$ cat src/pxhex_pkg.sv
// Package for the pixel-to-hexagon locator: widths, fixed-point constants,
// register indexes and the structs passed between the pipeline modules.
// Depends on nothing; every other file of the block imports it.
`timescale 1ns / 1ps

package pxhex_pkg;

	// Coordinate format of points and origin: signed, FRAC_BITS fraction bits.
	localparam int COORD_BITS = 16;
	localparam int FRAC_BITS = 4;
	localparam int OUT_BITS = 14;
	localparam int RADIUS_W = 10;

	// Configuration port.
	localparam int APB_DW = 32;
	localparam int REG_IDX_W = 2;
	localparam int APB_AW = REG_IDX_W + 2;
	localparam logic [REG_IDX_W-1:0] REG_RADIUS = 2'd0;
	localparam logic [REG_IDX_W-1:0] REG_ORIGIN_X = 2'd1;
	localparam logic [REG_IDX_W-1:0] REG_ORIGIN_Y = 2'd2;
	localparam logic [RADIUS_W-1:0] RADIUS_RST = 10'd32;

	// sqrt3 in Q16. Every numerator and the denominator share a factor of 8,
	// which is dropped to keep the datapath narrower.
	localparam int SQRT3_Q16 = 113512;
	localparam int NUM_SHIFT = 3;
	localparam int SQRT3_C = SQRT3_Q16 >> NUM_SHIFT;
	localparam int SQRT3_W = 15;
	localparam int DY_SH = 16 - NUM_SHIFT;

	localparam int DIFF_W = COORD_BITS + 1;
	localparam int NUM_W = COORD_BITS + 16;
	localparam int MAG_W = COORD_BITS + 15;
	localparam int DEN_SH = FRAC_BITS + 16 - NUM_SHIFT;
	localparam int R3_W = RADIUS_W + 2;
	localparam int DEN_W = R3_W + DEN_SH;

	// Rounded quotient magnitude always stays below 2^QBITS.
	localparam int QBITS = (COORD_BITS > FRAC_BITS) ? (COORD_BITS - FRAC_BITS + 1) : 1;
	localparam int XW = ((MAG_W > DEN_W) ? MAG_W : DEN_W) + 2;
	localparam int YQ_W = DEN_W + 1 + QBITS;
	localparam int DIV_W = (XW > YQ_W) ? XW : YQ_W;
	localparam int ERR_W = DEN_W + 1;
	localparam int RES_W = QBITS + 3;
	localparam int SAT_W = (RES_W > OUT_BITS) ? RES_W : OUT_BITS;

	// Cube components in lane order.
	localparam int LANES = 3;
	localparam int LANE_Q = 0;
	localparam int LANE_R = 1;
	localparam int LANE_S = 2;

	typedef struct packed {
		logic [RADIUS_W-1:0] radius;
		logic signed [COORD_BITS-1:0] origin_x;
		logic signed [COORD_BITS-1:0] origin_y;
	} cfg_t;

	typedef struct packed {
		logic [DIV_W-1:0] rem;
		logic [QBITS-1:0] quo;
		logic neg;
	} lane_t;

	typedef struct packed {
		lane_t [LANES-1:0] lane;
		logic [DEN_W-1:0] den;
	} div_t;

endpackage

$ cat src/pxhex_cfg.sv
// APB-style register file: hex radius and grid origin.
// Depends on pxhex_pkg for register indexes, widths and cfg_t.
`timescale 1ns / 1ps

module pxhex_cfg (
	input  logic                          clk,
	input  logic                          arst_n,
	input  logic                          psel,
	input  logic                          penable,
	input  logic                          pwrite,
	input  logic [pxhex_pkg::APB_AW-1:0]  paddr,
	input  logic [pxhex_pkg::APB_DW-1:0]  pwdata,
	output logic [pxhex_pkg::APB_DW-1:0]  prdata,
	output logic                          pready,
	output pxhex_pkg::cfg_t               cfg
);
	import pxhex_pkg::*;

	logic [RADIUS_W-1:0] radius_q;
	logic [COORD_BITS-1:0] origin_x_q;
	logic [COORD_BITS-1:0] origin_y_q;
	logic [REG_IDX_W-1:0] idx;
	logic wr_en;

	assign pready = 1'b1;
	assign idx = paddr[APB_AW-1:2];
	assign wr_en = psel && penable && pwrite && pready;

	always_ff @(posedge clk or negedge arst_n) begin
		if (!arst_n) begin
			radius_q <= RADIUS_RST;
			origin_x_q <= '0;
			origin_y_q <= '0;
		end else if (wr_en) begin
			case (idx)
				REG_RADIUS: begin
					radius_q <= pwdata[RADIUS_W-1:0];
				end
				REG_ORIGIN_X: begin
					origin_x_q <= pwdata[COORD_BITS-1:0];
				end
				REG_ORIGIN_Y: begin
					origin_y_q <= pwdata[COORD_BITS-1:0];
				end
				default: begin
				end
			endcase
		end
	end

	always_comb begin
		case (idx)
			REG_RADIUS:   prdata = {{(APB_DW-RADIUS_W){1'b0}}, radius_q};
			REG_ORIGIN_X: prdata = {{(APB_DW-COORD_BITS){1'b0}}, origin_x_q};
			REG_ORIGIN_Y: prdata = {{(APB_DW-COORD_BITS){1'b0}}, origin_y_q};
			default:      prdata = '0;
		endcase
	end

	assign cfg.radius = radius_q;
	assign cfg.origin_x = origin_x_q;
	assign cfg.origin_y = origin_y_q;

endmodule

$ cat config.mk
export PLATFORM = sky130hd
export DESIGN_NAME = pxhex_cfg
export DESIGN_NICKNAME = d
export VERILOG_FILES = /design/src/pxhex_pkg.sv /design/src/pxhex_cfg.sv
export SDC_FILE = /design/constraint.sdc
export NUM_CORES = 1
export LEC_CHECK = 0
export ABC_CLOCK_PERIOD_IN_PS = 1450
export BUFFER_PORTS_ARGS = -buffer_cell sky130_fd_sc_hd__buf_4
export CAP_MARGIN = 0
export CORE_ASPECT_RATIO = 0.75
export CORE_MARGIN = 2
export CORE_UTILIZATION = 41
export DETAILED_ROUTE_END_ITERATION = 10
export PLACE_DENSITY_LB_ADDON = 0.3
export SKIP_LAST_GASP = 1
export SYNTH_ARGS = -nofsm -noshare
export SYNTH_HDL_FRONTEND = slang
export SYNTH_SLANG_ARGS = --single-unit
$ cat constraint.sdc
create_clock -name clk -period 1.45 [get_ports clk]
set_input_delay 0.145 -clock clk [delete_from_list [all_inputs] [get_ports clk]]
set_output_delay 0.145 -clock clk [all_outputs]
set_load 0.1 [all_outputs]
==> results.json, run 1 <==
{
  "synthCells": 153,
  "grt_pass1_vias": 1485,
  "synthTopCellsByArea": "dfrtp_1, mux2_2, mux2_4",
  "ys_types": 19,
  "p_sw_frac": 0.5751,
  "fmax_mhz": 685.1,
  "synthMuxAreaShare": 0.2976,
  "rows": 22,
  "drv_cap": 0,
  "synth.top_cell.area_share": 0.5000,
  "drive_gt1_frac": 0.8659,
  "power.internal_mw": 2.870,
  "final_nets": 287,
  "diodes": 0,
  "drtPass1Iterations": 6,
  "fin_setup_tns_ps": -9.660,
  "p_switching_mw": 3.885,
  "synth_top_area_cell": "dfrtp_1",
  "regToRegStartpoint": "radius_q[5]",
  "drt_iter0_drc": 47,
  "vdd.ir_drop.worst_uv": 1400,
  "finalWorstSetupSlack_ps": -9.660,
  "cts_root_buf": "clkbuf_8",
  "critical_path_required_ps": 1310,
  "cp_max_fo": 2,
  "pin_count": 116,
  "die_w_um": 85.69,
  "hold_violations": 0,
  "register_area_um2": 1151,
  "htreeDepth": 2,
  "violations": "setup timing",
  "start_util": 0.4236,
  "synth_compound_area_frac": 0.05000,
  "ys_seq_area_frac": 0.5128,
  "grt-ovfl-total": 0,
  "cts_buffers": 5,
  "grt_max_degree": 43,
  "hold_depth": 2,
  "place_congestion": 0.7303,
  "min_to": "origin_x_q[11]",
  "fill_cells": 376,
  "synth_common_cells": "dfrtp_1, mux2_2, buf_4",
  "p_seq_frac": 0.274,
  "clk_pin_slew_ps": 70,
  "ys_ff_latch": 42,
  "relSlewSlack": 0.6580,
  "tightestPinTransition_ps": 513.1,
  "min_period_ps": 1460,
  "p_per_area_nw_per_um2": 2117,
  "syn_area_per_cell_um2": 13.41,
  "status": "complete, but fails checks",
  "fin_skew_ps": 0,
  "worstSetupStartpointType": "register",
  "clockBufferDepth": 2,
  "synth_area_um2": 2052,
  "synthSimpleGateAreaFrac": 0.04451,
  "worstHoldStart": "pwdata[11]",
  "crit_path_end_kind": "output port",
  "die_area_um2": 5593,
  "utilization": 0.6586,
  "rsz0062_at_grt": "true",
  "port_buffers": 80,
  "clock_sinks": 42,
  "hold_path.class": "in2reg",
  "power_leakage_nw": 1.422,
  "clkPwrFrac": 0.103,
  "synth_xor_area_frac": 0,
  "crit_type": "reg2out",
  "route.detailed.drc": 0,
  "rrSetupSlack_ps": 520,
  "clk_latency_ps": 280,
  "antenna_found_initial": 0,
  "finalPower_mw": 6.756,
  "grt_pass1_wl_um": 7617,
  "place_area_um2": 3062,
  "multi_input_area_um2": 1116,
  "yosysMostFrequentCell": "dfrtp_1",
  "postLayoutCellArea_um2": 3191,
  "routed_wl_um": 4729,
  "core_um2": 4845,
  "maxSlewViolCount": 0,
  "die-height_um": 65.27,
  "pre_cts_ws_ps": 6.775,
  "synth_top_family_by_area": "multiplexers",
  "cts_tree": "yes",
  "area_growth_syn_to_layout_pct": 55.49,
  "wl_per_cell_um": 15.45,
  "finalSetupViolCount": 1,
  "crit_arrival_ps": 1310,
  "synth_edf_count": 0,
  "vias_per_cell": 4.856,
  "synth_adder_area_share": 0,
  "ant_nets": 0,
  "ys_async_sr_fraction": 1.000,
  "period_share": 1.007,
  "hpwl_um": 3632,
  "ys.flop_type": "dfrtp_1",
  "rr_worst_depth": 2,
  "reg2reg_to": "radius_q[5]",
  "via_count": 1486,
  "grt_use_total": 0.1787,
  "ys_warn_count": 0,
  "comb_power_share": 0.623
}
## layer usage
metal,GRT usage,up-vias,wire length [um]
met5,0,-,0
met4,0.03571,0,9
met3,0.04648,2,289
met2,0.2998,53,2357
met1,0.2364,745,2074
li1,-,686,-
## how the worst max path moves through the flow
stage / startpoint / end / slack [ps]
after detailed placement: paddr[2] / prdata[12] / 7
after global routing: radius_q[5] / prdata[5] / -50
after CTS: radius_q[5] / prdata[5] / -20
after global placement: paddr[2] / prdata[14] / 7
final: radius_q[5] / prdata[5] / -10
after floorplan: radius_q[5] / prdata[5] / -210
## metrics by stage
step | hold slack (ps) | std cells
after floorplan | -150.6 | 168
after global placement | 157.2 | 297
after detailed placement | 159.6 | 297
after CTS | 87.18 | 306
after global routing | 81.72 | 306
final | 97.26 | 306
## power by group through the flow
stage | combinational [mW] | sequential, mW | clock [mW]
3_3_place_gp | 4.16 | 1.86 | 0
3_5_place_dp | 4.18 | 1.88 | 0
4_1_cts | 4.22 | 1.86 | 0.721
6_report | 4.21 | 1.85 | 0.694
2_1_floorplan | 1.43 | 3.86 | 0
5_1_grt | 4.31 | 1.89 | 0.778
## sequential cells by signal, summed over array words and instances (netlist names)
signal	count
origin_y_q	16
radius_q	10
origin_x_q	16
## layout make-up
| cell class | count | area share |
|---|---|---|
| Sequential cell | 42 | 0.3608 |
| Multi-Input combinational cell | 101 | 0.3498 |
| Timing Repair Buffer | 96 | 0.2420 |
| Clock buffer | 7 | 0.02392 |
| Tap cell | 60 | 0.02353 |
## placed cells by master (no fill, tap or decap), types with 2 or more instances in the layout
cell type,instances
a22o_2,6
dfrtp_2,22
nand2_1,10
buf_12,3
mux2_2,32
conb_1,17
clkbuf_1,2
mux2_4,10
buf_6,3
o21ai_4,10
mux2i_4,10
dfrtp_4,18
buf_4,89
clkbuf_8,5
## what timing repair did
item,CTS,global route
hold endpoints to repair,41,0
pin swaps,1,0
endpoints found under the setup margin,1,10
setup buffers,1,0
resized for setup,4,4
hold buffers,1,0
## logic make-up after synthesis
logic type,count (synthesis)
muxes,52
DFF,42
buffers and inverters,25
AOI/OAI and AO/OA,16
and+or+nand+nor,16
other,2
## worst max-delay path, cell delays in order (launching register included)
cell and delay (ps):
dfstp_4 630, mux2i_4 70, o21ai_4 150, buf_12 190
(Power assumes the default switching activity.)
==> run 2: changes to the inputs <==
CORE_MARGIN = unset   (was 2)
CORE_UTILIZATION = 44   (was 41)
SKIP_CTS_REPAIR_TIMING = 1   (was unset)
==> results.json, run 2 (synthesis gave the netlist of run 1 again) <==
{
  "status": "complete, but fails checks",
  "violations": "setup timing",
  "hold_path.class": "in2reg",
  "core_um2": 4467,
  "cts_buffers": 5,
  "finalWorstSetupSlack_ps": -27.02,
  "routed_wl_um": 4810,
  "vias_per_cell": 4.984,
  "final_common_cell": "buf_4",
  "crit_path_end_kind": "output port",
  "max_stage_delay_ps": 630,
  "hold_violations": 0,
  "die-height_um": 61.14,
  "wl_per_cell_um": 15.82,
  "crit_path_top_delay_cell": "dfstp_4",
  "grt_max_degree": 43,
  "rsz0062_at_grt": "true",
  "via_count": 1515,
  "cts_tree": "yes",
  "fill_cells": 310,
  "clockBufferDepth": 2,
  "cts_root_buf": "clkbuf_8",
  "vdd.ir_drop.worst_uv": 1211,
  "p_per_area_nw_per_um2": 2132,
  "place_congestion": 0.7639,
  "drt_iter0_drc": 71,
  "rows": 21,
  "antenna_found_initial": 0,
  "clk_latency_ps": 290,
  "hold-worst-slack_ps": 82.37,
  "final_cell_mix": "buf_4, mux2_2, dfrtp_2, dfrtp_4, conb_1",
  "hpwl_um": 3668,
  "grt_use_total": 0.2144,
  "maxSlewViolCount": 0,
  "grt_pass1_wl_um": 7548,
  "critical_path_required_ps": 1310,
  "die_area_um2": 4943,
  "path_delay_family": "flip-flops",
  "crit_type": "reg2out",
  "period_share": 1.019,
  "crit_buf_inv": 1,
  "fin_skew_ps": 0,
  "clk_pin_slew_ps": 70,
  "finalSetupViolCount": 2,
  "postLayoutCellArea_um2": 3221,
  "crit_path_cell_trace": "mux2i_4 -> o21ai_4 -> buf_12",
  "drive_gt1_frac": 0.8704,
  "min_period_ps": 1477,
  "power_leakage_nw": 1.437,
  "pin_count": 116,
  "route.detailed.drc": 0,
  "start_util": 0.4594,
  "grt_pass1_vias": 1483,
  "clock_sinks": 42,
  "final_nets": 287,
  "area_growth_syn_to_layout_pct": 56.95,
  "die_w_um": 80.86,
  "ant_nets": 0,
  "crit_arrival_ps": 1330,
  "cp_max_fo": 2,
  "port_buffers": 80,
  "relSlewSlack": 0.6542,
  "grt-ovfl-total": 0,
  "drtPass1Iterations": 4,
  "drv_cap": 0,
  "diodes": 0,
  "rrSetupSlack_ps": 530,
  "fmax_mhz": 677.0,
  "htreeDepth": 2,
  "tightestPinTransition_ps": 518.7,
  "worstSetupStartpointType": "register",
  "place_area_um2": 3058,
  "top_regs": "origin_x_q: 16 flops, origin_y_q: 16 flops, radius_q: 10 flops"
}
[run 2: cell types whose count changed in the layout (fill, tap and decap cells not counted), sizes merged]
cell	before	now
clkinv	0	1
[run 2: worst register-to-register path, stage by stage (launching register included)]
cell	delay [ps]
dfstp_4	480
buf_4	140
mux2_2	250
[run 2: layout make-up]
| type | count | area [um^2] | area share |
|---|---|---|---|
| clock inverter | 1 | 5.005 | 0.001554 |
| timing repair buffer | 96 | 790.8 | 0.2455 |
| clock buffer | 7 | 86.33 | 0.02681 |
| multi-input combinational | 101 | 1116 | 0.3465 |
| tap | 57 | 71.32 | 0.02214 |
| sequential | 42 | 1151 | 0.3574 |
[run 2: path summary, 6_finish.rpt]
kind                                startpoint              to  cells after the start
worst min register to register  origin_y_q[12]  origin_y_q[12]                      1
worst min-delay path                pwdata[13]  origin_x_q[13]                      2
max in group asynchronous               arst_n     radius_q[2]                      2
worst max register to register     radius_q[5]     radius_q[5]                      2
worst max-delay path               radius_q[5]       prdata[5]                      3
min in group asynchronous               arst_n  origin_x_q[14]                      2
[run 2: where the power goes]
group,internal (mW),total (mW),switching (mW)
sequential,1.56,1.86,0.296
combinational,0.995,4.24,3.25
clock,0.384,0.772,0.388
total,2.94,6.87,3.93
[run 2: through the flow]
stage	total power [mW]	setup slack [ps]	cells	TNS (ps)	util
after floorplan	5.295	-208.6	168	-303.3	-
after detailed placement	6.059	27.75	294	0	0.6846
final	6.867	-27.02	304	-34.05	0.7210
after global routing	7.109	-61.51	304	-95.68	0.7210
after CTS	6.836	-152.6	302	-156.1	0.7050
after global placement	6.013	62.86	294	0	0.6846
[run 2: layer usage]
layer	wire (um)	track usage
met4	66	0.08929
met3	257	0.05333
met1	2068	0.2852
met5	0	0
met2	2417	0.3409
