`src/pxhex_pkg.sv`:
```
// Package for the pixel-to-hexagon locator: widths, fixed-point constants,
// register indexes and the structs passed between the pipeline modules.
// Depends on nothing; every other file of the block imports it.
`timescale 1ns / 1ps

package pxhex_pkg;

	// Coordinate format of points and origin: signed, FRAC_BITS fraction bits.
	localparam int COORD_BITS = 16;
	localparam int FRAC_BITS = 4;
	localparam int OUT_BITS = 14;
	localparam int RADIUS_W = 10;

	// Configuration port.
	localparam int APB_DW = 32;
	localparam int REG_IDX_W = 2;
	localparam int APB_AW = REG_IDX_W + 2;
	localparam logic [REG_IDX_W-1:0] REG_RADIUS = 2'd0;
	localparam logic [REG_IDX_W-1:0] REG_ORIGIN_X = 2'd1;
	localparam logic [REG_IDX_W-1:0] REG_ORIGIN_Y = 2'd2;
	localparam logic [RADIUS_W-1:0] RADIUS_RST = 10'd32;

	// sqrt3 in Q16. Every numerator and the denominator share a factor of 8,
	// which is dropped to keep the datapath narrower.
	localparam int SQRT3_Q16 = 113512;
	localparam int NUM_SHIFT = 3;
	localparam int SQRT3_C = SQRT3_Q16 >> NUM_SHIFT;
	localparam int SQRT3_W = 15;
	localparam int DY_SH = 16 - NUM_SHIFT;

	localparam int DIFF_W = COORD_BITS + 1;
	localparam int NUM_W = COORD_BITS + 16;
	localparam int MAG_W = COORD_BITS + 15;
	localparam int DEN_SH = FRAC_BITS + 16 - NUM_SHIFT;
	localparam int R3_W = RADIUS_W + 2;
	localparam int DEN_W = R3_W + DEN_SH;

	// Rounded quotient magnitude always stays below 2^QBITS.
	localparam int QBITS = (COORD_BITS > FRAC_BITS) ? (COORD_BITS - FRAC_BITS + 1) : 1;
	localparam int XW = ((MAG_W > DEN_W) ? MAG_W : DEN_W) + 2;
	localparam int YQ_W = DEN_W + 1 + QBITS;
	localparam int DIV_W = (XW > YQ_W) ? XW : YQ_W;
	localparam int ERR_W = DEN_W + 1;
	localparam int RES_W = QBITS + 3;
	localparam int SAT_W = (RES_W > OUT_BITS) ? RES_W : OUT_BITS;

	// Cube components in lane order.
	localparam int LANES = 3;
	localparam int LANE_Q = 0;
	localparam int LANE_R = 1;
	localparam int LANE_S = 2;

	typedef struct packed {
		logic [RADIUS_W-1:0] radius;
		logic signed [COORD_BITS-1:0] origin_x;
		logic signed [COORD_BITS-1:0] origin_y;
	} cfg_t;

	typedef struct packed {
		logic [DIV_W-1:0] rem;
		logic [QBITS-1:0] quo;
		logic neg;
	} lane_t;

	typedef struct packed {
		lane_t [LANES-1:0] lane;
		logic [DEN_W-1:0] den;
	} div_t;

endpackage

```
`src/pxhex_front.sv`:
```
// Front end of the locator: origin subtraction, the sqrt3 multiply, the three
// cube numerators and the rounding dividends. Four pipeline stages.
// Depends on pxhex_pkg.
`timescale 1ns / 1ps

module pxhex_front (
	input  logic                                clk,
	input  logic                                arst_n,
	input  pxhex_pkg::cfg_t                     cfg,
	input  logic                                in_valid,
	output logic                                in_ready,
	input  logic signed [pxhex_pkg::COORD_BITS-1:0] point_x,
	input  logic signed [pxhex_pkg::COORD_BITS-1:0] point_y,
	output logic                                out_valid,
	input  logic                                out_ready,
	output pxhex_pkg::div_t                     out_data
);
	import pxhex_pkg::*;

	localparam logic signed [SQRT3_W-1:0] SQRT3_K = SQRT3_W'(SQRT3_C);

	logic v_s1, v_s2, v_s3, v_s4;
	logic en1, en2, en3, en4;

	logic signed [DIFF_W-1:0] dx_s1, dy_s1;
	logic [DEN_W-1:0] den_s1, den_s2, den_s3;
	logic signed [NUM_W-1:0] prod_s2;
	logic signed [DIFF_W-1:0] dy_s2;
	logic signed [NUM_W-1:0] m_s3 [LANES];
	div_t data_s4;

	logic [RADIUS_W-1:0] rad_eff;
	logic [R3_W-1:0] rad3;
	logic signed [NUM_W-1:0] dy_ext;
	div_t lanes_nxt;

	// A stage moves when it is empty or the next one moves.
	assign en4 = !v_s4 || out_ready;
	assign en3 = !v_s3 || en4;
	assign en2 = !v_s2 || en3;
	assign en1 = !v_s1 || en2;
	assign in_ready = en1;

	always_ff @(posedge clk or negedge arst_n) begin
		if (!arst_n) begin
			v_s1 <= 1'b0;
			v_s2 <= 1'b0;
			v_s3 <= 1'b0;
			v_s4 <= 1'b0;
		end else begin
			if (en1) v_s1 <= in_valid;
			if (en2) v_s2 <= v_s1;
			if (en3) v_s3 <= v_s2;
			if (en4) v_s4 <= v_s3;
		end
	end

	// Zero radius counts as one; the denominator is 3*R scaled.
	assign rad_eff = (cfg.radius == '0) ? RADIUS_W'(1) : cfg.radius;
	assign rad3 = R3_W'(rad_eff) + R3_W'({rad_eff, 1'b0});

	always_ff @(posedge clk) begin
		if (en1) begin
			dx_s1 <= {point_x[COORD_BITS-1], point_x}
				- {cfg.origin_x[COORD_BITS-1], cfg.origin_x};
			dy_s1 <= {point_y[COORD_BITS-1], point_y}
				- {cfg.origin_y[COORD_BITS-1], cfg.origin_y};
			den_s1 <= {rad3, {DEN_SH{1'b0}}};
		end
	end

	always_ff @(posedge clk) begin
		if (en2) begin
			prod_s2 <= dx_s1 * SQRT3_K;
			dy_s2 <= dy_s1;
			den_s2 <= den_s1;
		end
	end

	assign dy_ext = NUM_W'(dy_s2);

	always_ff @(posedge clk) begin
		if (en3) begin
			m_s3[LANE_Q] <= prod_s2 - (dy_ext <<< DY_SH);
			m_s3[LANE_R] <= dy_ext <<< (DY_SH + 1);
			m_s3[LANE_S] <= -(prod_s2 + (dy_ext <<< DY_SH));
			den_s3 <= den_s2;
		end
	end

	// Dividend 2|N| + D, so that the quotient by 2D rounds half away from zero.
	always_comb begin
		logic signed [NUM_W-1:0] absval;
		absval = '0;
		lanes_nxt.den = den_s3;
		for (int l = 0; l < LANES; l++) begin
			absval = m_s3[l][NUM_W-1] ? -m_s3[l] : m_s3[l];
			lanes_nxt.lane[l].neg = m_s3[l][NUM_W-1];
			lanes_nxt.lane[l].quo = '0;
			lanes_nxt.lane[l].rem = DIV_W'({absval[MAG_W-1:0], 1'b0}) + DIV_W'(den_s3);
		end
	end

	always_ff @(posedge clk) begin
		if (en4) data_s4 <= lanes_nxt;
	end

	assign out_valid = v_s4;
	assign out_data = data_s4;

endmodule

```
`config.mk`:
```
export PLATFORM = sky130hd
export DESIGN_NAME = pxhex_front
export DESIGN_NICKNAME = d
export VERILOG_FILES = /design/src/pxhex_pkg.sv /design/src/pxhex_front.sv
export SDC_FILE = /design/constraint.sdc
export NUM_CORES = 1
export LEC_CHECK = 0
export BUFFER_PORTS_ARGS = -buffer_cell sky130_fd_sc_hd__buf_2
export CAP_MARGIN = 20
export CORE_MARGIN = 1
export CORE_UTILIZATION = 35
export CTS_BUF_LIST = sky130_fd_sc_hd__clkbuf_8
export CTS_CLUSTER_DIAMETER = 100
export DETAILED_ROUTE_END_ITERATION = 6
export PLACE_DENSITY_LB_ADDON = 0.3
export SLEW_MARGIN = 5
export SYNTH_ARGS = -nofsm -noshare
export SYNTH_HDL_FRONTEND = slang
export SYNTH_SLANG_ARGS = --single-unit
export TNS_END_PERCENT = 30
```
`constraint.sdc`:
```
create_clock -name clk -period 17.68 [get_ports clk]
set_input_delay 1.768 -clock clk [delete_from_list [all_inputs] [get_ports clk]]
set_output_delay 1.768 -clock clk [all_outputs]
set_load 0.005 [all_outputs]
```
==> results of run 1 <==
==> through the flow <==
| step | hold slack, ns | cells |
|---|---|---|
| 2_1_floorplan | 0.4003 | 2249 |
| 3_3_place_gp | 0.4021 | 3173 |
| 3_5_place_dp | 0.4054 | 3173 |
| 4_1_cts | 0.4027 | 3263 |
| 5_1_grt | 0.4200 | 3264 |
| 6_report | 0.4114 | 3264 |
==> cells in the final DEF, fill, tap and decap left out, types with 16 or more instances in the layout <==
master / Yosys / layout
a211oi_1: 16 / 16
nor3_1: 27 / 27
inv_1: 342 / 357
a21oi_1: 106 / 106
conb_1: 1 / 104
o31ai_1: 23 / 23
fa_1: 130 / 130
nand2_1: 92 / 91
a21o_1: 43 / 43
edfxtp_1: 295 / 295
nor2_1: 111 / 111
xor2_1: 63 / 63
o21a_1: 16 / 16
o21bai_1: 26 / 26
buf_2: 0 / 176
clkbuf_8: 0 / 51
nand3_1: 19 / 18
o21ai_0: 83 / 83
xnor2_1: 156 / 156
nand2b_1: 17 / 17
ha_1: 264 / 264
==> metal layers <==
metal	track usage [%]	routed length [um]
met5	0	25
met4	4.483	1153
met3	2.078	1882
met2	26.84	25350
met1	19.78	23390
==> worst paths after layout <==
kind,to,slack (ns),cells after the start,from
worst min register to register,den_s2[26]$_DFFE_PP_,0.41,0,den_s1[26]$_DFFE_PP_
worst max register to register,prod_s2[29]$_DFFE_PP_,11.37,17,dx_s1[1]$_DFFE_PP_
worst min-delay path,den_s2[26]$_DFFE_PP_,0.41,0,den_s1[26]$_DFFE_PP_
worst max-delay path,prod_s2[29]$_DFFE_PP_,11.37,17,dx_s1[1]$_DFFE_PP_
max in group asynchronous,v_s3$_DFFE_PN0P_,16.63,1,arst_n
min in group asynchronous,out_valid$_DFFE_PN0P_,0.93,1,arst_n
==> cells in the mapped netlist (4+ instances only) <==
| cell | count |
|---|---|
| o21ai_0 | 83 |
| xnor2_1 | 156 |
| a311oi_1 | 5 |
| o211ai_1 | 5 |
| nand3_1 | 19 |
| nand2_1 | 92 |
| or3_1 | 13 |
| and3_1 | 8 |
| nor2_1 | 111 |
| nor2b_1 | 14 |
| fa_1 | 130 |
| or2_2 | 7 |
| nor3_1 | 27 |
| nand3b_1 | 5 |
| a31oi_1 | 12 |
| or3_2 | 4 |
| nor4_1 | 8 |
| buf_4 | 104 |
| inv_1 | 342 |
| xor2_1 | 63 |
| a211oi_1 | 16 |
| nand4_1 | 14 |
| a21boi_0 | 4 |
| o31a_1 | 4 |
| o21bai_1 | 26 |
| or4_1 | 9 |
| ha_1 | 264 |
| a31o_2 | 4 |
| o21a_1 | 16 |
| nand2b_1 | 17 |
| o31ai_1 | 23 |
| a21oi_1 | 106 |
| clkbuf_1 | 19 |
| o41ai_1 | 12 |
| edfxtp_1 | 295 |
| a21o_1 | 43 |
| dfrtp_1 | 4 |
==> critical path, stage by stage (launching register included) <==
cell and delay (ns):
edfxtp_1 0.52, ha_1 0.37, inv_1 0.06, fa_1 0.50, fa_1 0.54, fa_1 0.52, fa_1 0.54, inv_1 0.05
fa_1 0.47, ha_1 0.39, a21oi_1 0.26, nor3b_1 0.20, a21boi_1 0.33, o31ai_1 0.18, a221o_1 0.39, a311oi_1 0.40
o21ai_1 0.12, xor2_1 0.15
==> registers in the layout, indices dropped and copies added (netlist names), 17 cells and up <==
signal    cells
dx_s1        17
out_data     96
dy_s1        17
dy_s2        17
prod_s2      32
m_s3         80
==> cells by family (layout without fill, tap and decap cells) <==
group | after synthesis | after routing
flops | 299 | 299
buf+inv | 465 | 615
other cells | 1 | 105
xor+xnor | 221 | 221
simple gates | 368 | 368
fa+ha+maj | 394 | 394
mux | 2 | 2
compound gates | 396 | 396
==> cell type report <==
cell class / instances / area share (%)
Inverter: 342 / 4.972
Sequential cell: 299 / 34.63
Antenna cell: 1 / 0.009673
Clock inverter: 39 / 0.8029
Tap cell: 864 / 4.179
Timing Repair Buffer: 183 / 3.608
Multi-Input combinational cell: 1485 / 49.09
Clock buffer: 51 / 2.713
==> qor.yml, run 1 <==
synth_area_leaders: "edfxtp_1, ha_1, fa_1, xnor2_1, inv_1"
finalHoldViolCount: 0
cts-resized-gates: 0
tightest_slew_ns: 1.006
area_delta_synth_final_pct: 10.58
core-area_um2: 65980
startpoint_type: "flop"
synthXorXnorAreaFrac_pct: 8.338
crit_arrival_ns: 6.66
cts_root_buf: "clkbuf_8"
drive_gt1_share_pct: 11.67
synth_compound_area_share_pct: 11.11
status: "finished, violations left"
htreeDepth: 2
row_count: 94
grt_antenna_before_repair: 3
ctsHoldBuffers: 0
ys_types: 80
fin_area_um2: 25870
max_freq_ghz: 0.1584
seq_area_um2: 8959
fin_skew_ns: 0.03977
syn_area_per_cell_um2: 10.90
synth_top_area_share_pct: 37.87
final_util_pct: 39.21
gr-total-overflow: 0
setup_viol: 0
yosysWarnings: 0
synth_top_family_by_area: "adder cells"
synth.mux.area_fraction_pct: 0.09092
drv_slew: 0
fp.dieW_um: 260.5
numPortBuffers: 176
wl_per_cell_um: 15.87
timing.final.ws_setup_ns: 11.37
maxCapViolCount: 0
slew_headroom_pct: 32.93
numCtsBuffers: 51
drt.antenna.violating_nets: 0
dr.pass1.iters: 7
die_h_um: 260.5
synthSimpleGateAreaFrac_pct: 7.771
gp_congestion: 0.8752
io-pin-count: 280
fin_crit_sh_pct: 35.71
rsz0062_at_grt: "no"
clkLatencyLatePin_ns: 0.63
multiInputGateArea_um2: 12700
grt_start_max_net_pins: 76
cp.required_ns: 18.02
die-area_um2: 67880
cp-end-kind: "flop"
yosys.area.top_type: "edfxtp_1"
num_vias: 15220
period_minus_slack_ns: 6.313
dp_slack_ns: 11.40
synth-seq-cells: 299
first_iter_violations: 823
synthCells: 2146
synthAdderAreaFrac_pct: 25.24
drc: 18
setup_tns_ns: 0
routed_wl_mm: 51.80
grt_usage_pct: 15.39
cts_setup_buffers: 0
tritoncts: "done"
grt_pass1_wl_mm: 82.69
hpwl_mm: 42.63
cts.clk_slew.worst_paths_ns: 0.06
seq_area_frac_synth_pct: 38.29
cts.sinks: 299
violations: "design-rule violations"
synth-main-ff-cell: "edfxtp_1"
synth_edf_count: 295
via_per_inst: 4.663
async_reset_ff_share_pct: 1.338
fillers: 6437
synth_area_um2: 23390
start_util_pct: 35.46
crit_fanout: 7
path_class: "flop to flop"
clk_path_buf_depth: 3
grt_pass1_vias: 15670
min_path_type: "flop to flop"
placed_area_um2: 24960
fin_nets: 2834
Power of run 1 is not shown: default switching activity piles up to over one toggle a cycle in this logic, so the estimate is an artifact.
==> run 2: changes to the inputs <==
Clock period 17.68 ns to 5.15 ns, I/O delays scaled along.
==> run 2 against run 1 <==
  * The flow finishes with violations (design-rule violations, negative setup slack)
  * Sequential share of layout area down 2.4 points
  * Clock skew shrank 0.0026 ns
  * Via count rose by 2.8%
  * Maximum frequency grew 14%
  * Highest routed layer is now met4
  * Global-route usage shrank 0.40 points
  * Final area is 7.5% higher
  * Hold slack got worse by 0.22 ns
  * Final cell count up 4.6%
  * Utilization increased by 2.9 points
  * First-iteration DRC count shrank 7.3%
  * Non-clock buffer count rose by 141
  * Critical path depth unchanged
==> qor.yml, run 2 (synthesized netlist as in run 1, its figures left out) <==
status: "finished, violations left"  # unchanged
violations: "design-rule violations, negative setup slack"  # was design-rule violations
wl_per_cell_um: 15.15  # was 15.87 um
period_minus_slack_ns: 5.541  # was 6.313 ns
max_freq_ghz: 0.1805  # was 0.1584 GHz
fp.dieW_um: 260.5  # unchanged
layout_commonest_cell: "inv_1"  # unchanged
hpwl_mm: 42.79  # was 42.63 mm
cts.sinks: 299  # unchanged
drc: 22  # was 18
layout_common_cells: "inv_1, edfxtp_1, ha_1"  # unchanged
crit_family: "adder cells"  # unchanged
fin_crit_sh_pct: 107.6  # was 35.71%
dr.pass1.iters: 7  # unchanged
io-pin-count: 280  # unchanged
drt.antenna.violating_nets: 0  # unchanged
critPathBufInv: 2  # unchanged
timing.final.ws_setup_ns: -0.3910  # was 11.37 ns
path_class: "flop to flop"  # unchanged
start_util_pct: 35.46  # unchanged
drv_slew: 0  # unchanged
clkLatencyLatePin_ns: 0.65  # was 0.63 ns
grt_start_max_net_pins: 77  # was 76
gp_congestion: 0.8566  # was 0.8752
first_iter_violations: 763  # was 823
die_h_um: 260.5  # unchanged
tritoncts: "done"  # unchanged
cp-end-kind: "flop"  # unchanged
min_path_type: "input port to async pin"  # was flop to flop
gr-total-overflow: 0  # unchanged
cp.required_ns: 5.52  # was 18.02 ns
crit_chain: "ha_4 > inv_2 > fa_1 > fa_1 > fa_1 > inv_1 > fa_1 > fa_1 > ha_4 > a2111oi_2 > a21oi_2 > a21boi_4 > o31ai_2 > a221o_1 > a311oi_2 > o21ai_1 > xor2_1"  # was ha_1 > inv_1 > fa_1 > fa_1 > fa_1 > fa_1 > inv_1 > fa_1 > ha_1 > a21oi_1 > nor3b_1 > a21boi_1 > o31ai_1 > a221o_1 > a311oi_1 > o21ai_1 > xor2_1
clk_path_buf_depth: 3  # unchanged
num_vias: 15640  # was 15.22k
area_delta_synth_final_pct: 18.85  # was 10.58%
slowest_stage: "fa_1"  # unchanged
setup_viol: 12  # was 0
slew_headroom_pct: 34.46  # was 32.93%
crit_arrival_ns: 5.91  # was 6.66 ns
largest_reg_flops: 96  # unchanged
core-area_um2: 65980  # unchanged
fillers: 6264  # was 6437
htreeDepth: 2  # unchanged
routed_wl_mm: 51.71  # was 51.80 mm
cp_common_cell: "fa_1"  # unchanged
cts_root_buf: "clkbuf_8"  # unchanged
crit_fanout: 4  # was 7
numPortBuffers: 176  # unchanged
cts.clk_slew.worst_paths_ns: 0.06  # about the same
fin_nets: 2978  # was 2834
finalHoldViolCount: 0  # unchanged
grt_pass1_wl_mm: 80.79  # was 82.69 mm
startpoint_type: "flop"  # unchanged
grt_usage_pct: 14.99  # was 15.39%
rsz0062_at_grt: "yes"  # was no
grt_pass1_vias: 15820  # was 15.67k
setup_tns_ns: -3.181  # was 0 ns
numCtsBuffers: 54  # was 51
row_count: 94  # unchanged
drive_gt1_share_pct: 20.52  # was 11.67%
max_stage_delay_ns: 0.59  # was 0.54 ns
antenna_cells: 0  # was 1
maxCapViolCount: 0  # unchanged
via_per_inst: 4.584  # was 4.663
tightest_slew_ns: 0.9831  # was 1.006 ns
fin_skew_ns: 0.03717  # was 0.03977 ns
grt_antenna_before_repair: 0  # was 3
die-area_um2: 67880  # unchanged
-- run 2: cell count changes in the layout (fill, tap and decap cells not counted), moves of 11 or more --
cell | before | now
inv_1 | 357 | 337
fa_1 | 130 | 119
buf_4 | 7 | 136
inv_2 | 0 | 18
ha_4 | 0 | 29
fa_2 | 0 | 11
ha_1 | 264 | 232
-- run 2: layer usage --
layer	up-vias	global-route usage (%)	part of all wire [%]
met1	7354	19.03	45
met4	0	5.279	3.1
li1	7916	-	-
met2	284	25.98	49
met5	-	0	0
met3	90	2.069	3.4
-- run 2: final cells by class --
type	instances	area (um^2)	area share, %
Inverter	342	1289	4.635
Clock buffer	54	743.2	2.673
Sequential cell	299	8959	32.22
Timing Repair Buffer	324	2043	7.349
Tap cell	864	1081	3.888
Clock inverter	45	344.1	1.238
Multi-Input combinational cell	1485	13340	47.99
-- run 2: path summary, 6_finish.rpt --
check / startpoint / end / slack (ns) / cells past startpoint
max: dx_s1[10]$_DFFE_PP_ / prod_s2[29]$_DFFE_PP_ / -0.39 / 17
min: arst_n / v_s1$_DFFE_PN0P_ / 0.19 / 2
max reg2reg: dx_s1[10]$_DFFE_PP_ / prod_s2[29]$_DFFE_PP_ / -0.39 / 17
min reg2reg: den_s2[21]$_DFFE_PP_ / den_s3[21]$_DFFE_PP_ / 0.41 / 0
max in group asynchronous: arst_n / v_s2$_DFFE_PN0P_ / 4.82 / 2
min in group clk: cfg[32] / den_s1[17]$_DFFE_PP_ / 0.27 / 2
-- run 2: stage by stage --
stage / cell area, um^2 / std cells / util [%] / hold WS [ns] / setup WS (ns)
2_1_floorplan: 24110 / 2249 / - / 0.2194 / -0.2125
3_3_place_gp: 26170 / 3293 / 39.66 / 0.3227 / -0.3723
3_5_place_dp: 26170 / 3293 / 39.66 / 0.3230 / -0.5221
4_1_cts: 27400 / 3402 / 41.53 / 0.1289 / -0.3856
5_1_grt: 27800 / 3413 / 42.14 / 0.1698 / -0.6005
6_report: 27800 / 3413 / 42.14 / 0.1919 / -0.3910
-- run 2: what timing repair did --
action	CTS	global route
pin swaps	14	44
hold endpoints to repair	5	0
endpoints found under the setup margin	13	17
setup buffers	8	11
hold buffers	2	0
resized for setup	13	64
Power of run 2 is left out for the same reason.
