## src/pxhex_pkg.sv

```systemverilog
// Package for the pixel-to-hexagon locator: widths, fixed-point constants,
// register indexes and the structs passed between the pipeline modules.
// Depends on nothing; every other file of the block imports it.
`timescale 1ns / 1ps

package pxhex_pkg;

	// Coordinate format of points and origin: signed, FRAC_BITS fraction bits.
	localparam int COORD_BITS = 16;
	localparam int FRAC_BITS = 4;
	localparam int OUT_BITS = 14;
	localparam int RADIUS_W = 10;

	// Configuration port.
	localparam int APB_DW = 32;
	localparam int REG_IDX_W = 2;
	localparam int APB_AW = REG_IDX_W + 2;
	localparam logic [REG_IDX_W-1:0] REG_RADIUS = 2'd0;
	localparam logic [REG_IDX_W-1:0] REG_ORIGIN_X = 2'd1;
	localparam logic [REG_IDX_W-1:0] REG_ORIGIN_Y = 2'd2;
	localparam logic [RADIUS_W-1:0] RADIUS_RST = 10'd32;

	// sqrt3 in Q16. Every numerator and the denominator share a factor of 8,
	// which is dropped to keep the datapath narrower.
	localparam int SQRT3_Q16 = 113512;
	localparam int NUM_SHIFT = 3;
	localparam int SQRT3_C = SQRT3_Q16 >> NUM_SHIFT;
	localparam int SQRT3_W = 15;
	localparam int DY_SH = 16 - NUM_SHIFT;

	localparam int DIFF_W = COORD_BITS + 1;
	localparam int NUM_W = COORD_BITS + 16;
	localparam int MAG_W = COORD_BITS + 15;
	localparam int DEN_SH = FRAC_BITS + 16 - NUM_SHIFT;
	localparam int R3_W = RADIUS_W + 2;
	localparam int DEN_W = R3_W + DEN_SH;

	// Rounded quotient magnitude always stays below 2^QBITS.
	localparam int QBITS = (COORD_BITS > FRAC_BITS) ? (COORD_BITS - FRAC_BITS + 1) : 1;
	localparam int XW = ((MAG_W > DEN_W) ? MAG_W : DEN_W) + 2;
	localparam int YQ_W = DEN_W + 1 + QBITS;
	localparam int DIV_W = (XW > YQ_W) ? XW : YQ_W;
	localparam int ERR_W = DEN_W + 1;
	localparam int RES_W = QBITS + 3;
	localparam int SAT_W = (RES_W > OUT_BITS) ? RES_W : OUT_BITS;

	// Cube components in lane order.
	localparam int LANES = 3;
	localparam int LANE_Q = 0;
	localparam int LANE_R = 1;
	localparam int LANE_S = 2;

	typedef struct packed {
		logic [RADIUS_W-1:0] radius;
		logic signed [COORD_BITS-1:0] origin_x;
		logic signed [COORD_BITS-1:0] origin_y;
	} cfg_t;

	typedef struct packed {
		logic [DIV_W-1:0] rem;
		logic [QBITS-1:0] quo;
		logic neg;
	} lane_t;

	typedef struct packed {
		lane_t [LANES-1:0] lane;
		logic [DEN_W-1:0] den;
	} div_t;

endpackage

```

## src/pxhex_round.sv

```systemverilog
// Back end of the locator: rounding errors, rebuild of the worst-rounded
// cube component, odd-r column and saturation. Three stages, the last one
// is the output register. Depends on pxhex_pkg.
`timescale 1ns / 1ps

module pxhex_round (
	input  logic                                  clk,
	input  logic                                  arst_n,
	input  logic                                  in_valid,
	output logic                                  in_ready,
	input  pxhex_pkg::div_t                       in_data,
	output logic                                  out_valid,
	input  logic                                  out_ready,
	output logic signed [pxhex_pkg::OUT_BITS-1:0] hex_col,
	output logic signed [pxhex_pkg::OUT_BITS-1:0] hex_row
);
	import pxhex_pkg::*;

	localparam logic signed [SAT_W-1:0] OUT_MAX = SAT_W'((1 <<< (OUT_BITS - 1)) - 1);
	localparam logic signed [SAT_W-1:0] OUT_MIN = -OUT_MAX - SAT_W'(1);

	function automatic logic signed [OUT_BITS-1:0] sat_out(input logic signed [RES_W-1:0] v);
		logic signed [SAT_W-1:0] w;
		w = SAT_W'(v);
		if (w > OUT_MAX) w = OUT_MAX;
		else if (w < OUT_MIN) w = OUT_MIN;
		return w[OUT_BITS-1:0];
	endfunction

	logic v_s1, v_s2, v_s3;
	logic en1, en2, en3;

	logic [ERR_W-1:0] err_s1 [LANES];
	logic signed [RES_W-1:0] k_s1 [LANES];
	logic signed [RES_W-1:0] q_s2, r_s2;
	logic signed [OUT_BITS-1:0] col_s3, row_s3;

	logic [ERR_W-1:0] err_nxt [LANES];
	logic signed [RES_W-1:0] k_nxt [LANES];
	logic signed [RES_W-1:0] q_nxt, r_nxt, col_nxt;

	assign en3 = !v_s3 || out_ready;
	assign en2 = !v_s2 || en3;
	assign en1 = !v_s1 || en2;
	assign in_ready = en1;

	always_ff @(posedge clk or negedge arst_n) begin
		if (!arst_n) begin
			v_s1 <= 1'b0;
			v_s2 <= 1'b0;
			v_s3 <= 1'b0;
		end else begin
			if (en1) v_s1 <= in_valid;
			if (en2) v_s2 <= v_s1;
			if (en3) v_s3 <= v_s2;
		end
	end

	// The final remainder minus D is twice the signed rounding error.
	always_comb begin
		logic [ERR_W-1:0] rem;
		logic [ERR_W-1:0] den;
		logic signed [RES_W-1:0] mag;
		rem = '0;
		den = ERR_W'(in_data.den);
		mag = '0;
		for (int l = 0; l < LANES; l++) begin
			rem = in_data.lane[l].rem[ERR_W-1:0];
			err_nxt[l] = (rem >= den) ? (rem - den) : (den - rem);
			mag = RES_W'(in_data.lane[l].quo);
			k_nxt[l] = in_data.lane[l].neg ? -mag : mag;
		end
	end

	always_ff @(posedge clk) begin
		if (en1) begin
			err_s1 <= err_nxt;
			k_s1 <= k_nxt;
		end
	end

	// Strict compares: on a tie the later component is the one rebuilt.
	always_comb begin
		q_nxt = k_s1[LANE_Q];
		r_nxt = k_s1[LANE_R];
		if (err_s1[LANE_Q] > err_s1[LANE_R] && err_s1[LANE_Q] > err_s1[LANE_S]) begin
			q_nxt = -k_s1[LANE_R] - k_s1[LANE_S];
		end else if (err_s1[LANE_R] > err_s1[LANE_S]) begin
			r_nxt = -k_s1[LANE_Q] - k_s1[LANE_S];
		end
	end

	always_ff @(posedge clk) begin
		if (en2) begin
			q_s2 <= q_nxt;
			r_s2 <= r_nxt;
		end
	end

	// Odd-r column: q plus floor(r/2).
	assign col_nxt = q_s2 + (r_s2 >>> 1);

	always_ff @(posedge clk) begin
		if (en3) begin
			col_s3 <= sat_out(col_nxt);
			row_s3 <= sat_out(r_s2);
		end
	end

	assign out_valid = v_s3;
	assign hex_col = col_s3;
	assign hex_row = row_s3;

endmodule

```

## config.mk

```make
export PLATFORM = sky130hd
export DESIGN_NAME = pxhex_round
export DESIGN_NICKNAME = d
export VERILOG_FILES = /design/src/pxhex_pkg.sv /design/src/pxhex_round.sv
export SDC_FILE = /design/constraint.sdc
export NUM_CORES = 1
export LEC_CHECK = 0
export BUFFER_PORTS_ARGS = -buffer_cell sky130_fd_sc_hd__clkbuf_2
export CAP_MARGIN = 25
export CORE_MARGIN = 4
export CORE_UTILIZATION = 40
export DETAILED_ROUTE_END_ITERATION = 10
export HOLD_SLACK_MARGIN = 0.06
export RECOVER_POWER = 25
export SYNTH_ARGS = -nofsm -noshare
export SYNTH_HDL_FRONTEND = slang
export SYNTH_SLANG_ARGS = --single-unit
```

## constraint.sdc

```tcl
create_clock -name clk -period 10.7 [get_ports clk]
set_input_delay 0 -clock clk [delete_from_list [all_inputs] [get_ports clk]]
set_output_delay 0 -clock clk [all_outputs]
set_load 0.005 [all_outputs]
```

==> metrics.md, run 1 <==
| Metric | Value |
|---|---|
| Period utilisation layout | `37.7%` |
| Final WL | `65.6 mm` |
| Worst EP required | `about 11 ns` |
| RSZ-0062 raised after global routing | `false` |
| Min-delay worst type | `in -> reg` |
| Endpoints failing setup | `0` |
| PostCTS Resize Cnt | `0` |
| Max H-tree Level | `1` |
| NumNets Final | `3,225` |
| Vias in the first global route | `18,700` |
| Worst-path clk slew | `0.06 ns` |
| Mapped cell area | `21,400 µm²` |
| Top-area cell type share of the netlist area | `around 28%` |
| CP max stage delay | `about 0.55 ns` |
| Gr usage total | `between 20 and 25%` |
| Synth area leaders | `edfxtp_1 28%, ha_1 20%, a21oi_1 5.4%` |
| TritonCTS clock tree | `yes` |
| Vias per inst | `roughly 5.6` |
| Final setup TNS | `0 ns` |
| Post-Place Cell Area | `22,900 µm²` |
| Largest net degree at the start of global routing | `76` |
| Max-Slew Margin vs Limit | `-22.3%` |
| Seq. cell area | `6020 µm²` |
| Post-synth ARST share | `1.49%` |
| CP cell instances | `dlygate4sd3_1 > clkbuf_1 > inv_1 > ha_1 > fa_1 > nand2b_1 > a21oi_1 > o21ai_1 > o22ai_1 > o311ai_1 > o21a_1 > buf_4 > mux2i_1 > a21oi_1 > xnor2_1` |
| Die extent in x | `239 µm` |
| Die Ht | `about 240 µm` |
| Clock Tree Buf Depth | `3` |
| Global-route wire length before repair | `100 mm` |
| Die area | `57,200 µm²` |
| Failing checks | `max-capacitance violations, max-slew violations` |
| Worst EP arrival | `4.27 ns` |
| Area grow syn2layout | `13.8%` |
| Main synth FF type | `edfxtp_1` |
| CTS Buf Count | `20` |
| Synthesized Nets | `3,012` |
| Detailed Routing Iterations Pass 1 | `6` |
| Nature of the critical path startpoint | `primary input` |
| CP Class | `in -> reg` |
| Final hold slack | `between 0.09 and 0.1 ns` |
| GR Layer Usage met2 | `39.1%` |
| Initial Util | `40.5%` |
| Syn Inst Count | `2,459` |
| Sink Count | `201` |
| Vias | `18,900` |
| Final ANT Viol Nets | `0` |
| Lkg Pwr | `approximately 0.012 µW` |
| Worst Tran Pin Value | `1.83 ns` |
| Fin crit period | `4.04 ns` |
| Most Frequent Cell on Critical Path | `a21oi_1` |
| Pre-CTS setup slack | `6.41 ns` |
| Fin area | `between 20,000 and 25,000 µm²` |
| Number of port buffers | `194` |
| Area leader, netlist | `edfxtp_1` |
| Total power | `4250 µW` |
| Congestion Overflow GR | `0` |
| Antenna violations before repair | `3` |
| Cell variety after synth | `just under 80` |
| Multi-input logic area | `13,900 µm²` |
| Pins Over Slew Limit | `64` |
| Final Worst Setup Slack | `6.66 ns` |
| CP endpoint kind | `register` |
| Global placer's final weighted congestion | `0.919` |
| Share of cells above drive strength 1 | `under 10%` |
| Clock skew | `0.0361 ns` |
| Final hold viol count | `0` |
| DR WL/cell | `19.4 µm` |
| Busiest grt layer | `met2` |
| Slowest-stage cell, CP | `o311ai_1` |
| Power per cell area | `175 nW/µm²` |
| Drt initial violations | `1,192` |
| Worst skew pair latency | `0.52 ns` |
| Row count | `84` |
| Core Box Area | `52,800 µm²` |
| Grt met3 use | `under 10%` |
| I/O pin total | `234` |
| Outcome | `finished with violations` |
| Max Cap Viol | `2` |
| Fillers | `around 5,200` |
| FMAX | `around 0.25 GHz` |
| Critical Path Fanout Max | `30` |
| Root Driver | `clkbuf_16` |
| Post-DP HPWL | `53.9 mm` |
| Post-route DRC | `0` |
| Syn. warnings | `0` |
| Mean Syn Cell Area | `8.69 µm²` |
| Seq cells post-synth | `201` |
| M1 GR Usage | `28.1%` |
| Worst vdd ir | `approximately 0.00015 V` |
| Part of the Yosys area used for sequential elements | `roughly 28%` |
| Post-synth EDFFs | `198` |
[Yosys cell counts, drive strengths merged, types with 33 or more instances]
master and count:
nor3 34, buf 35, mux2i 42, a21o 127, a21oi 229, nand2 172
xor2 60, clkbuf 63, nand4 39, edfxtp 198, nor2b 33, ha 340
nor2 146, xnor2 91, inv 284, nand3 34, o21ai 155
[cell usage in the layout, fill, tap and decap left out, types with 30 or more instances in the layout]
cell type / count
a21o_1: 127
a21oi_1: 229
clkbuf_1: 30
clkbuf_2: 169
dlygate4sd3_1: 84
edfxtp_1: 198
ha_1: 340
inv_1: 284
mux2i_1: 42
nand2_1: 172
nand2b_1: 32
nand3_1: 34
nand4_1: 39
nor2_1: 146
nor2b_1: 33
nor3_1: 34
o21ai_0: 149
xnor2_1: 91
xor2_1: 60
[registers in the layout, summed over array words and instances (netlist names)]
| register | count |
|---|---|
| r_s2 | 16 |
| v_s2 | 1 |
| v_s1 | 1 |
| hex_row | 14 |
| err_s1 | 90 |
| out_valid | 1 |
| k_s1 | 48 |
| hex_col | 14 |
| q_s2 | 16 |
[logic make-up after synthesis]
| family | Yosys count | share of synthesized area, % |
|---|---|---|
| muxes | 55 | 2.65 |
| and+or+nand+nor | 570 | 12.9 |
| AOI/OAI and AO/OA | 751 | 22.4 |
| DFF | 201 | 28.2 |
| adders and majority gates | 349 | 20.7 |
| buffers and inverters | 382 | 6.97 |
| xor gates and xnor gates | 151 | 6.19 |
[path summary, 6_finish.rpt]
| kind | start | to | slack, ns | cells past startpoint |
|---|---|---|---|---|
| worst max-delay path | in_data[157] | err_s1[24]$_DFFE_PP_ | 6.66 | 15 |
| worst max register to register | err_s1[63]$_DFFE_PP_ | r_s2[15]$_DFFE_PP_ | 6.95 | 11 |
| worst min-delay path | in_data[186] | err_s1[29]$_DFFE_PP_ | 0.09 | 2 |
| max in group asynchronous | arst_n | v_s2$_DFFE_PN0P_ | 10.18 | 3 |
| worst min register to register | v_s1$_DFFE_PN0P_ | v_s2$_DFFE_PN0P_ | 0.47 | 1 |
| min in group asynchronous | arst_n | out_valid$_DFFE_PN0P_ | 0.37 | 3 |
[layer usage]
metal  routed length [µm]  vias up
li1                     -     9249
met1                28000     8877
met2                31700      620
met3                 3050      156
met4                 2940        0
met5                    0        -
[critical path, delay by kind of cell]
family,cells,cell delay [ns]
AOI/OAI and AO/OA,6,1.69
buffers and inverters,4,1.03
muxes,1,0.54
xor gates and xnor gates,1,0.44
adders and majority gates,2,0.40
and+or+nand+nor,1,0.13
[layout make-up]
class                           instances  area share, %
Antenna cell                            4         0.0411
Tap cell                              688           3.54
Clock inverter                         12          0.535
Sequential cell                       201           24.7
Inverter                              284           4.38
Timing Repair Buffer                  289           7.69
Multi-Input combinational cell       1876           57.0
Clock buffer                           23           2.10
[report_power, final]
| part | total, µW | switching (µW) | internal, µW | leakage, µW |
|---|---|---|---|---|
| logic | 2180 | 1270 | 904 | 0.00914 |
| clock network | 702 | 306 | 396 | 0.000307 |
| registers | 1370 | 151 | 1220 | 0.00206 |
| total | 4250 | 1730 | 2520 | 0.0115 |
[stage by stage]
step                      util, %  instances
final                        46.1       3377
after detailed placement     43.3       3252
after floorplan                 -       2459
after global routing         46.1       3377
after global placement       43.3       3252
after CTS                    46.1       3371
[what timing repair did]
item	4_1_cts	5_1_grt
hold buffers	84	0
hold endpoints to repair	63	0
buffers inserted	0	0
No activity file was read; power rests on OpenSTA's default activity.
==> run 2, diff against run 1 <==
==> constraint.sdc (replaced) <==
create_clock -name clk -period 4.1 [get_ports clk]
set_input_delay 0 -clock clk [delete_from_list [all_inputs] [get_ports clk]]
set_output_delay 0 -clock clk [all_outputs]
set_load 0.005 [all_outputs]
==> run 2 against run 1 <==
Net effect: the run still ends with max-capacitance violations, max-slew violations left; critical path depth is 1 lower; setup slack worse by 6.2 ns; sequential cell count stayed put; clock power grew to 2.7 times the previous value; clock skew is 0.0020 ns lower; critical endpoint is now err_s1[76]$_DFFE_PP_.
==> metrics.md, run 2 (synthesized netlist as in run 1, its figures left out) <==
| Metric | Value |
|---|---|
| Largest net degree at the start of global routing | `141` |
| Global placer's final weighted congestion | `0.960` |
| Max Cap Viol | `2` |
| Worst EP required | `4.34 ns` |
| Vias in the first global route | `between 15,000 and 20,000` |
| Pre-CTS setup slack | `0.401 ns` |
| Hold Crit Depth | `3` |
| Pins Over Slew Limit | `64` |
| Vias per inst | `5.55` |
| Critical Path Fanout Max | `25` |
| Drt initial violations | `1,215` |
| Commonest non-fill, non-tap cell in the layout | `ha_1` |
| Global-route wire length before repair | `102 mm` |
| Root Driver | `clkbuf_16` |
| TritonCTS clock tree | `yes` |
| Die extent in x | `roughly 240 µm` |
| HP Start | `in_data[158]` |
| DR WL/cell | `19.3 µm` |
| Core Box Area | `52,800 µm²` |
| Endpoints failing setup | `0` |
| Worst skew pair latency | `between 0.5 and 0.6 ns` |
| Max-Slew Margin vs Limit | `-18.6%` |
| Max H-tree Level | `1` |
| Min-delay worst type | `in -> reg` |
| Sink Count | `201` |
| Gr usage total | `between 20% and 30%` |
| FMAX | `~0.27 GHz` |
| Share of cells above drive strength 1 | `9.93%` |
| Antenna violations before repair | `1` |
| Post-DP HPWL | `54.1 mm` |
| I/O pin total | `234` |
| Post-route DRC | `0` |
| Final hold viol count | `0` |
| Largest reg by FF count | `err_s1` |
| Final Worst Setup Slack | `0.412 ns` |
| Clock skew | `0.0341 ns` |
| CTS Buf Count | `22` |
| Initial Util | `40.5%` |
| Die area | `57,200 µm²` |
| Congestion Overflow GR | `0` |
| Clock Tree Buf Depth | `3` |
| Setup Buffers After CTS | `0` |
| Number of port buffers | `194` |
| Final setup TNS | `0 ns` |
| RSZ-0062 raised after global routing | `false` |
| Hold EP | `err_s1[1]$_DFFE_PP_` |
| Die Ht | `239 µm` |
| Failing checks | `max-capacitance violations, max-slew violations` |
| Detailed Routing Iterations Pass 1 | `5` |
| Nature of the critical path startpoint | `primary input` |
| Outcome | `finished with violations` |
| Period utilisation layout | `90.0%` |
| Reg-to-reg endpoint | `hex_col[12]$_SDFFCE_PN1P_` |
| RR Startpoint | `r_s2[8]$_DFFE_PP_` |
| Biggest regs | `err_s1 (90), k_s1 (48)` |
| Fin crit period | `around 3.7 ns` |
| Final WL | `65.5 mm` |
| Final ANT Viol Nets | `0` |
| CP Class | `in -> reg` |
| Vias | `18,900` |
| Worst EP arrival | `3.93 ns` |
| Area grow syn2layout | `14.8%` |
| PostCTS Resize Cnt | `0` |
| Worst-path clk slew | `0.06 ns` |
| Lkg Pwr | `0.0116 µW` |
| Largest register FFs | `90` |
| Worst vdd ir | `0.000416 V` |
| Commonest cells after routing, fill and taps aside | `340 x ha_1, 284 x inv_1, 229 x a21oi_1, 198 x edfxtp_1, 172 x nand2_1` |
| Row count | `84` |
| CP endpoint kind | `register` |
| NumNets Final | `roughly 3,200` |
| Worst Tran Pin Value | `~1.8 ns` |
| Register-to-register path setup slack | `0.55 ns` |
| Power per cell area | `457 nW/µm²` |
| FF-to-FF path depth | `10` |
| Final core occ | `between 40% and 50%` |
[run 2: critical path: stages]
cell and delay [ns]:
dlygate4sd3_1 0.54, clkbuf_2 0.12, ha_1 0.41, nand2_1 0.24, o21ai_1 0.33, a211oi_2 0.16
o41ai_1 0.35, buf_4 0.19, a221o_1 0.17, or2_1 0.41, buf_4 0.42, mux2_2 0.38
o21ai_0 0.09, xor2_1 0.10
[run 2: cell type report]
type / instances / area [µm²]
repair buffers: 311 / 2040
fillers: 5217 / 28200
inverters: 284 / 1070
multi-input cells: 1876 / 13900
flip-flops and latches: 201 / 6020
well taps: 688 / 861
diodes: 1 / 2.50
clock inverters: 12 / 115
clock buffers: 26 / 566
[run 2: how the worst max path moves through the flow]
stage	start	to	cells after the start
after floorplan	out_valid$_DFFE_PN0P_	err_s1[0]$_DFFE_PP_	1
after global routing	r_s2[8]$_DFFE_PP_	hex_col[12]$_SDFFCE_PN1P_	10
after CTS	in_data[45]	err_s1[76]$_DFFE_PP_	14
after global placement	in_data[2]	err_s1[76]$_DFFE_PP_	14
final	in_data[45]	err_s1[76]$_DFFE_PP_	14
after detailed placement	in_data[2]	err_s1[76]$_DFFE_PP_	14
[run 2: where the power goes]
| group | internal (µW) | total (µW) | leakage, µW | switching, µW |
|---|---|---|---|---|
| logic | 2390 | 5800 | 0.00925 | 3400 |
| registers | 3190 | 3520 | 0.00206 | 330 |
| clock network | 1060 | 1890 | 0.000330 | 830 |
[run 2: what timing repair did]
item | 4_1_cts | 5_1_grt
endpoints found under the hold margin | 63 | 0
endpoints found under the setup margin | 0 | 0
hold buffers | 81 | 0
[run 2: per-layer routing]
| layer | vias up | track usage, % | share of wire (%) |
|---|---|---|---|
| met4 | 0 | 9.85 | 5.0 |
| met1 | 8835 | 27.7 | 42 |
| met3 | 165 | 1.93 | 4.7 |
| met5 | - | 0 | 0 |
| met2 | 566 | 39.4 | 48 |
| li1 | 9311 | - | - |
[run 2: per-stage QoR]
stage | hold WS (ns) | power [µW] | instances | area [µm²]
final | 0.0805 | 11200 | 3399 | 24500
after global routing | 0.0850 | 12200 | 3399 | 24500
after floorplan | -0.296 | 7580 | 2459 | 21400
after CTS | 0.0666 | 11300 | 3398 | 24600
after detailed placement | -0.200 | 9280 | 3279 | 23100
after global placement | -0.202 | 9160 | 3279 | 23100
